## config.mk

```make
export PLATFORM = sky130hd
export DESIGN_NAME = mouse_click_event_classifier_top
export DESIGN_NICKNAME = d
export VERILOG_FILES = /design/src/rtl/mcec_pkg.sv /design/src/rtl/mouse_click_event_classifier_top.sv
export SDC_FILE = /design/constraint.sdc
export NUM_CORES = 1
export LEC_CHECK = 0
export BUFFER_PORTS_ARGS = -buffer_cell sky130_fd_sc_hd__buf_2
export CAP_MARGIN = 20
export CORE_MARGIN = 3
export CORE_UTILIZATION = 35
export CTS_CLUSTER_DIAMETER = 60
export CTS_CLUSTER_SIZE = 12
export DETAILED_ROUTE_END_ITERATION = 7
export GPL_ROUTABILITY_DRIVEN = 0
export PLACE_DENSITY = 0.65
export SYNTH_ARGS = -nofsm -noshare
export SYNTH_HDL_FRONTEND = slang
export SYNTH_SLANG_ARGS = --single-unit
```

## constraint.sdc

```tcl
create_clock -name i_clk -period 4.87 [get_ports i_clk]
set_input_delay 0.974 -clock i_clk [delete_from_list [all_inputs] [get_ports i_clk]]
set_output_delay 0.974 -clock i_clk [all_outputs]
set_load 0.005 [all_outputs]
```

## src/rtl/mcec_pkg.sv

```systemverilog
package mcec_pkg;

    localparam int COORD_BITS_DEF = 12;
    localparam int COORD_FIELD_W  = 12;
    localparam int BTN_W          = 3;
    localparam int TIME_W         = 19;
    localparam int WIN_W          = 16;
    localparam int WB_W           = 2;
    localparam int EVT_W          = 5;
    localparam int IN_TDATA_W     = 48;
    localparam int OUT_TDATA_W    = 8;
    localparam int PADDR_W        = 4;
    localparam int PDATA_W        = 32;

    typedef enum logic [1:0] {
        REG_MOUSE_PRESENT = 2'd0,
        REG_WORK_BUTTON   = 2'd1,
        REG_DC_WINDOW     = 2'd2,
        REG_UNUSED        = 2'd3
    } t_reg_idx;

    localparam logic [EVT_W-1:0] EVT_NONE   = 5'd0;
    localparam logic [EVT_W-1:0] EVT_DOUBLE = 5'd9;

    localparam logic             RST_MOUSE_PRESENT = 1'b1;
    localparam logic [WB_W-1:0]  RST_WORK_BUTTON   = 2'd1;
    localparam logic [WIN_W-1:0] RST_DC_WINDOW     = 16'd30;
    localparam logic [BTN_W-1:0] RST_LAST_PRESSED  = 3'd3;

endpackage

```

## src/rtl/mouse_click_event_classifier_top.sv

```systemverilog
// Mouse click classifier: each sample request (buttons, cursor position, time stamp in
// hundredths of a second) yields one signed event code: 9 for a double click of the work
// button, the mask for a fresh press, the negated previous mask on release, else 0. The
// block takes one sample per clock cycle; the result appears in the output register in
// the cycle after acceptance, and the input is stalled only while that register is full
// and not taken. Time differences are signed and are not corrected at the hour wrap. The
// user must write configuration over the APB port while no request is in flight; the block does not enforce it.
module mouse_click_event_classifier_top #(
    parameter int COORD_BITS = mcec_pkg::COORD_BITS_DEF
) (
    input  logic                               i_clk,
    input  logic                               i_rst_n,
    input  logic                               s_axis_tvalid,
    output logic                               s_axis_tready,
    // buttons[2:0], cursor_x[14:3], cursor_y[26:15], time_now[45:27], zero fill [47:46]
    input  logic [mcec_pkg::IN_TDATA_W-1:0]    s_axis_tdata,
    output logic                               m_axis_tvalid,
    input  logic                               m_axis_tready,
    // event_code[4:0], zero fill [7:5]
    output logic [mcec_pkg::OUT_TDATA_W-1:0]   m_axis_tdata,
    input  logic                               psel,
    input  logic                               penable,
    input  logic                               pwrite,
    input  logic [mcec_pkg::PADDR_W-1:0]       paddr,
    input  logic [mcec_pkg::PDATA_W-1:0]       pwdata,
    output logic [mcec_pkg::PDATA_W-1:0]       prdata,
    output logic                               pready
);

    localparam int CW = (COORD_BITS < mcec_pkg::COORD_FIELD_W) ?
                        COORD_BITS : mcec_pkg::COORD_FIELD_W;
    localparam int BW = mcec_pkg::BTN_W;
    localparam int TW = mcec_pkg::TIME_W;
    localparam int EW = mcec_pkg::EVT_W;
    localparam int FW = mcec_pkg::COORD_FIELD_W;
    localparam int DW = TW + 1;

    logic                            r_mouse_present;
    logic [mcec_pkg::WB_W-1:0]       r_work_button;
    logic [mcec_pkg::WIN_W-1:0]      r_dc_window;

    logic [BW-1:0]                   r_prev_buttons, n_prev_buttons;
    logic [CW-1:0]                   r_prev_x, n_prev_x;
    logic [CW-1:0]                   r_prev_y, n_prev_y;
    logic [BW-1:0]                   r_last_pressed, n_last_pressed;
    logic [TW-1:0]                   r_last_time, n_last_time;
    logic                            r_out_valid;
    logic [EW-1:0]                   r_event, n_event;

    logic                            cfg_wr;
    mcec_pkg::t_reg_idx              reg_idx;
    logic                            in_acc;
    logic [BW-1:0]                   btn;
    logic [CW-1:0]                   cx, cy;
    logic [TW-1:0]                   now;
    logic [BW-1:0]                   wb;
    logic                            moved, fresh;
    logic signed [DW-1:0]            diff;
    logic                            in_window;

    assign pready  = 1'b1;
    assign cfg_wr  = psel & penable & pwrite;
    assign reg_idx = mcec_pkg::t_reg_idx'(paddr[3:2]);

    always_ff @(posedge i_clk) begin
        if (!i_rst_n) begin
            r_mouse_present <= mcec_pkg::RST_MOUSE_PRESENT;
            r_work_button   <= mcec_pkg::RST_WORK_BUTTON;
            r_dc_window     <= mcec_pkg::RST_DC_WINDOW;
        end else if (cfg_wr) begin
            case (reg_idx)
                mcec_pkg::REG_MOUSE_PRESENT: r_mouse_present <= pwdata[0];
                mcec_pkg::REG_WORK_BUTTON:   r_work_button   <= pwdata[1:0];
                mcec_pkg::REG_DC_WINDOW:     r_dc_window     <= pwdata[15:0];
                default: ;
            endcase
        end
    end

    always_comb begin
        case (reg_idx)
            mcec_pkg::REG_MOUSE_PRESENT: prdata = {31'd0, r_mouse_present};
            mcec_pkg::REG_WORK_BUTTON:   prdata = {30'd0, r_work_button};
            mcec_pkg::REG_DC_WINDOW:     prdata = {16'd0, r_dc_window};
            default:                     prdata = '0;
        endcase
    end

    assign s_axis_tready = ~r_out_valid | m_axis_tready;
    assign in_acc        = s_axis_tvalid & s_axis_tready;

    assign btn = s_axis_tdata[BW-1:0];
    assign cx  = s_axis_tdata[BW +: CW];
    assign cy  = s_axis_tdata[BW + FW +: CW];
    assign now = s_axis_tdata[BW + 2*FW +: TW];

    // The work button register is clamped to the left or right button.
    assign wb = (r_work_button[1]) ? BW'(2) :
                (r_work_button == 2'd0) ? BW'(1) : BW'(r_work_button);

    assign moved     = (cx != r_prev_x) | (cy != r_prev_y);
    assign fresh     = moved | (r_prev_buttons == '0);
    assign diff      = $signed({1'b0, now}) - $signed({1'b0, r_last_time});
    assign in_window = diff < $signed(DW'({1'b0, r_dc_window}));

    always_comb begin
        n_prev_buttons = r_prev_buttons;
        n_prev_x       = r_prev_x;
        n_prev_y       = r_prev_y;
        n_last_pressed = r_last_pressed;
        n_last_time    = r_last_time;
        n_event        = mcec_pkg::EVT_NONE;
        if (r_mouse_present) begin
            if (btn == wb) begin
                if ((r_last_pressed == wb) && (r_prev_buttons == '0) && !moved &&
                    in_window) begin
                    n_last_time    = '0;
                    n_last_pressed = '0;
                    n_event        = mcec_pkg::EVT_DOUBLE;
                end else if (fresh) begin
                    n_last_time    = now;
                    n_last_pressed = wb;
                    n_event        = EW'(wb);
                end
            end else if (btn == '0) begin
                n_event = -EW'(r_prev_buttons);
            end else begin
                n_last_pressed = btn;
                n_event        = fresh ? EW'(btn) : mcec_pkg::EVT_NONE;
            end
            n_prev_buttons = btn;
            n_prev_x       = cx;
            n_prev_y       = cy;
        end
    end

    always_ff @(posedge i_clk) begin
        if (!i_rst_n) begin
            r_prev_buttons <= '0;
            r_prev_x       <= '0;
            r_prev_y       <= '0;
            r_last_pressed <= mcec_pkg::RST_LAST_PRESSED;
            r_last_time    <= '0;
        end else if (in_acc) begin
            r_prev_buttons <= n_prev_buttons;
            r_prev_x       <= n_prev_x;
            r_prev_y       <= n_prev_y;
            r_last_pressed <= n_last_pressed;
            r_last_time    <= n_last_time;
        end
    end

    always_ff @(posedge i_clk) begin
        if (!i_rst_n) begin
            r_out_valid <= 1'b0;
        end else if (s_axis_tready) begin
            r_out_valid <= s_axis_tvalid;
        end
    end

    always_ff @(posedge i_clk) begin
        if (in_acc) begin
            r_event <= n_event;
        end
    end

    assign m_axis_tvalid = r_out_valid;
    assign m_axis_tdata  = {3'd0, r_event};

endmodule

```

# Word level (Yosys, flattened, before mapping)
# Index checks and enable logic that the tools add are counted.
totals:
  latchBits: 0
  mem_bits_ro: 0
  in_bits: 91
  elab_cells: 57
  n_memories: 0
  out_inout_bits: 43
  mem_bits_rw: 0
  register_bits: 74
classes:
  mux: 14
  n_mul: 0
  order_cmp: 1
  n_reduce_logical: 15
  div: 0
  n_eq_ne: 8
  n_shift: 0
  n_bitwise: 7
  add_sub_neg: 2
op_table:
  columns: ["cell", "count"]
  rows:
  - ["16-bit case mux with 3 select lines", 1]
  - ["19-bit two-way mux", 2]
  - ["12-bit inequality test", 2]
  - ["20-bit by 17-bit less-than comparator with 1-bit output", 1]
  - ["19-bit by 19-bit subtractor with 20-bit output", 1]
  - ["3-bit two-way mux", 5]
  - ["5-bit two-way mux", 2]
  - ["2-bit AND reduction", 4]
  - ["4-bit AND reduction", 2]
  - ["3-bit by 2-bit == test with 1-bit output", 2]
  - ["3-bit logical NOT", 2]
  - ["3-bit negator with 5-bit output", 1]
  - ["2-bit logical NOT", 2]
  - ["2-bit two-way mux", 2]
  - ["4-bit two-way mux", 1]
  - ["1-bit AND", 3]
  - ["1-bit logical AND", 3]
  - ["3-bit by 2-bit inequality test with 1-bit output (second input constant)", 1]
  - ["1-bit bitwise OR", 3]
  - ["2-bit by 1-bit == test with 1-bit output (second input constant)", 1]
  - ["2-bit == test (second input constant)", 1]
  - ["2-bit inequality test (second input constant)", 1]
  - ["2-bit nonzero test", 1]
  - ["1-bit logical NOT", 1]
  - ["other kinds (2)", 2]

# Longest topological paths before layout
logic_depth:
  depth_word: 9
  depth_mapped: 21
  mapped_depth_nobuf: 20

# Worst setup path before layout
# Ideal clock, no wire load.
synth_timing:
  path_kind: "input to register"
  start: "in s_axis_tdata[27] (netlist bit)"
  end: "reg r_last_time[10]"
  arrival_time_ns: 4.164
  setup_time_ns: 0.117
  n_path_buf: 1
  stages: 21
  slack_ns: 0.589
  path_cell_list: "inv_1 > ha_1 > inv_1 > fa_1 > a21o_1 > nand4_1 > a21o_1 > and2_1 > nor2_1 > nor2_1 > xnor2_1 > ha_1 > o21ai_0 > nor2_1 > a211oi_1 > o41ai_1 > nor4_1 > o2111ai_2 > nor4b_4 > buf_6 > a22o_1"
synth_between:
  elab_chain_len: 5
  word_cells_on_any_way: 6
synth_lines:
  columns: ["item", "line", "rtl"]
  rows:
  - ["start, declared", "mouse_click_event_classifier_top.sv:16", "input logic [mcec_pkg::IN_TDATA_W-1:0] s_axis_tdata,"]
  - ["19-bit by 19-bit subtractor with 20-bit output (*)", "mouse_click_event_classifier_top.sv:103", "assign diff = $signed({1'b0, now}) - $signed({1'b0, r_last_time});"]
  - ["20-bit by 17-bit less-than comparator with 1-bit output (*)", "mouse_click_event_classifier_top.sv:104", "assign in_window = diff < $signed(DW'({1'b0, r_dc_window}));"]
  - ["1-bit logical AND (*)", "mouse_click_event_classifier_top.sv:115", "if ((r_last_pressed == wb) && (r_prev_buttons == '0) && !moved &&"]
  - ["2-bit nonzero test (no source line)", null, null]
  - ["4-bit AND reduction (no source line)", null, null]
  - ["end signal, assigned", "mouse_click_event_classifier_top.sv:149", "r_last_time <= n_last_time;"]
  - ["end, declared", "mouse_click_event_classifier_top.sv:46", "logic [TW-1:0] r_last_time, n_last_time;"]
# Mark *: on every way between the ends. The rest lies on a longest branch, timed or not.
# A chain may end at the register's enable or synchronous reset.

# Worst setup path in the final report
layout_timing:
  start: "in s_axis_tdata[33] (netlist bit)"
  end: "reg r_event[1], data pin"
layout_between:
  elab_chain_len: 5
layout_lines:
  columns: ["item", "line", "rtl"]
  rows:
  - ["19-bit by 19-bit subtractor with 20-bit output", "mouse_click_event_classifier_top.sv:103", null]
  - ["20-bit by 17-bit less-than comparator with 1-bit output", "mouse_click_event_classifier_top.sv:104", null]
  - ["1-bit logical AND", "mouse_click_event_classifier_top.sv:115", null]
  - ["4-bit two-way mux", "mouse_click_event_classifier_top.sv:115", null]
  - ["5-bit two-way mux", "mouse_click_event_classifier_top.sv:114", "if (btn == wb) begin"]
  - ["end signal, assigned", "mouse_click_event_classifier_top.sv:163", "r_event <= n_event;"]
  - ["end, declared", "mouse_click_event_classifier_top.sv:48", "logic [EW-1:0] r_event, n_event;"]
# No other way between the ends.

==> metrics.csv <==
metric;value;unit
FF-to-FF Start;r_last_time[6];
pwr dens;291;nW/um2
# resized after CTS;0;
Area growth, synth to finish;19.5;%
Yosys top cell area share;28.8;%
Hold-fix buffers, CTS;0;
Slew headroom;29.5;%
Crit. Startpoint;s_axis_tdata[33];
# fillers;1333;
Std-Cell Rows;42;
Congestion Overflow GR;0;
Final Power;0.00166;W
Finished Layout Cells;869;
num ports;134;
post-CTS setup repair buffer count;0;
Fmax;223;MHz
Max Slew Vio Count;0;
FFs w/ async S/R, synth;0;%
Worst Setup Path Type;in -> reg;
share of layout cells above drive strength 1;18.9;%
CTS Sinks;74;
Crit. End Element;flop;
smallest hold slack;465;ps
vias post-DR;4380;
first-pass GRT wire length;19.6;mm
initial antenna violation count;1;
clk_lat worst skew;340;ps
DIE WIDTH;123;um
Reg clk slew, reported paths;50;ps
synthesis-stage register bit count;74;
RSZ-0062 raised after global routing;false;
core area;13300;um2
Die ar.;15100;um2
startpoint types;input port;
Yosys Warn Count;0;
largest net degree at the start of global routing;47;
mapped cell area;4790;um2
status;completed;
PortBufs;93;
worst slew pin tran;1060;ps
DR iter-0 viols;204;
nets@finish;817;
peak supply drop;121;uV
final setup skew;7.68;ps
Avg WL per Cell;13.7;um
drt first pass iters;4;
Residual DRC;0;
routed vias/inst;5.04;
Final Hold Violating Endpoints;0;
Slowest-stage cell, CP;ha_1;
final setup violation count;0;
dpl cells;853;
Seq/Total Area, Yosys;32.0;%
Final ANT Viol Nets;0;
# diodes;0;
utilization after layout;43.0;%
post-synth top area cell;dfxtp_1;
WL final;11.9;mm
Unique masters post-synth;62;
crit path DAT;4560;ps
Reg area;1530;um2
clock tree buffer depth;2;
cts bufs inserted;9;
hpwl dp;9.05;mm
Avg Inst Size Synth;8.04;um2
CTS H-tree depth;3;
Area contributors post-synth;dfxtp_1, ha_1, nand2_1;
crit-path max FO;4;
CP max stage delay;360;ps
Max-cap violations;0;
Post-Syn Instances;596;
P_leak;2.35;nW
worst path required time;4960;ps
clk root buf;clkbuf_16;
crit path time final;4480;ps
worst hold path class;reg -> reg;
Tot GR Track Use;16.2;%
number of enable flip-flop cells after synthesis;5;
vias in the first global route;4096;
part of the cycle the worst path needs;91.9;%
Die H;123;um
Initial Util;36.0;%
top_reg_cell synth;dfxtp_1;
cells along the critical path;buf_2 > ha_1 > a211o_1 > a21oi_1 > a21oi_1 > nor2_1 > o21ai_0 > xor2_1 > ha_1 > a211oi_1 > nor2_1 > a211oi_2 > a21boi_0 > o2111ai_1 > nor3b_1 > o211ai_1 > a32o_1;
CTS tree;yes;
hold path startpoint;r_prev_x[3];
area of the multi-input gates;2920;um2
path summary, 6_finish.rpt:
check,cells after the start,slack [ps],endpoint
min,2,460,r_prev_x[3]
max reg2reg,17,790,r_event[1]
max,17,390,r_event[1]
min reg2reg,2,460,r_prev_x[3]
cells in the final DEF, fill, tap and decap left out, types with 19 or more instances in the layout:
cell type,Yosys,routed
nand2_1,106,106
buf_2,2,93
dfxtp_1,69,69
a21oi_1,68,68
inv_1,43,43
ha_1,36,36
xnor2_1,34,34
and2_1,20,20
conb_1,2,20
nor2_1,19,19
a22o_1,19,19
per-stage QoR:
step           setup WS, ps  cell area [um2]  setup TNS, ps
2_1_floorplan           589             4860              0
3_3_place_gp           22.0             5380              0
3_5_place_dp          -69.8             5390           -899
4_1_cts                 251             5700              0
5_1_grt                27.6             5720              0
6_report                392             5720              0
cells in the mapped netlist, types with 4 or more instances:
library cell / count
a22o_1: 19
o21a_1: 4
and3_1: 5
nand2_1: 106
nand4_1: 15
inv_1: 43
xnor2_1: 34
and2_1: 20
nand2b_1: 4
ha_1: 36
a211oi_1: 4
mux2i_1: 5
o21ai_0: 11
nor2_1: 19
o211ai_1: 7
buf_4: 20
nor3b_1: 5
edfxtp_1: 5
dfxtp_1: 69
a21o_1: 7
nor2b_1: 4
nand3_1: 7
nor3_1: 6
clkbuf_1: 17
a21oi_1: 68
xor2_1: 4
worst max-delay path: cells and delay by family:
| kind | cells | cell delay (ps) |
|---|---|---|
| adder cells (fa/ha/maj) | 2 | 640 |
| XOR/XNOR | 1 | 220 |
| buffers and inverters | 1 | 110 |
| AND/OR/NAND/NOR | 3 | 530 |
| AO/OA/AOI/OAI | 10 | 2090 |
cell type report:
type / count / share of cell area (%)
multi-input combinational: 453 / 51.0
timing repair buffer: 106 / 10.0
sequential: 74 / 26.8
tap: 176 / 3.85
inverter: 45 / 2.95
clock buffer: 10 / 4.00
clock inverter: 5 / 1.42
per-layer routing:
metal	part of all wire (%)	GRT usage [%]
met2	45	25.1
met4	1.5	5.95
met1	49	21.9
met3	4.3	4.03
met5	0.11	0
sequential cells by signal (all words and copies together), names as in the netlist:
name             cells
m_axis_tvalid        1
r_prev_x            12
r_event              5
r_work_button        2
r_prev_y            12
r_last_time         19
r_prev_buttons       3
r_mouse_present      1
r_last_pressed       3
r_dc_window         16
power breakdown:
| part | switching (W) | internal [W] | total (W) | leakage [nW] |
|---|---|---|---|---|
| combinational | 0.000171 | 0.000136 | 0.000307 | 1.59 |
| sequential | 0.0000139 | 0.000636 | 0.000650 | 0.612 |
| clock | 0.000260 | 0.000446 | 0.000706 | 0.149 |
| total | 0.000445 | 0.00122 | 0.00166 | 2.35 |
kinds of logic (layout without fill, tap and decap cells):
group,Yosys count,after routing,synth area share [%]
AOI/OAI and AO/OA,149,149,20.5
xor gates and xnor gates,38,38,6.95
adders and majority gates,37,37,9.82
buffers and inverters,87,166,8.75
DFF,74,74,32.0
muxes,5,5,1.04
other,2,20,0.157
and+or+nand+nor,204,204,20.8
Note: power is estimated with default switching activity, not from simulation.
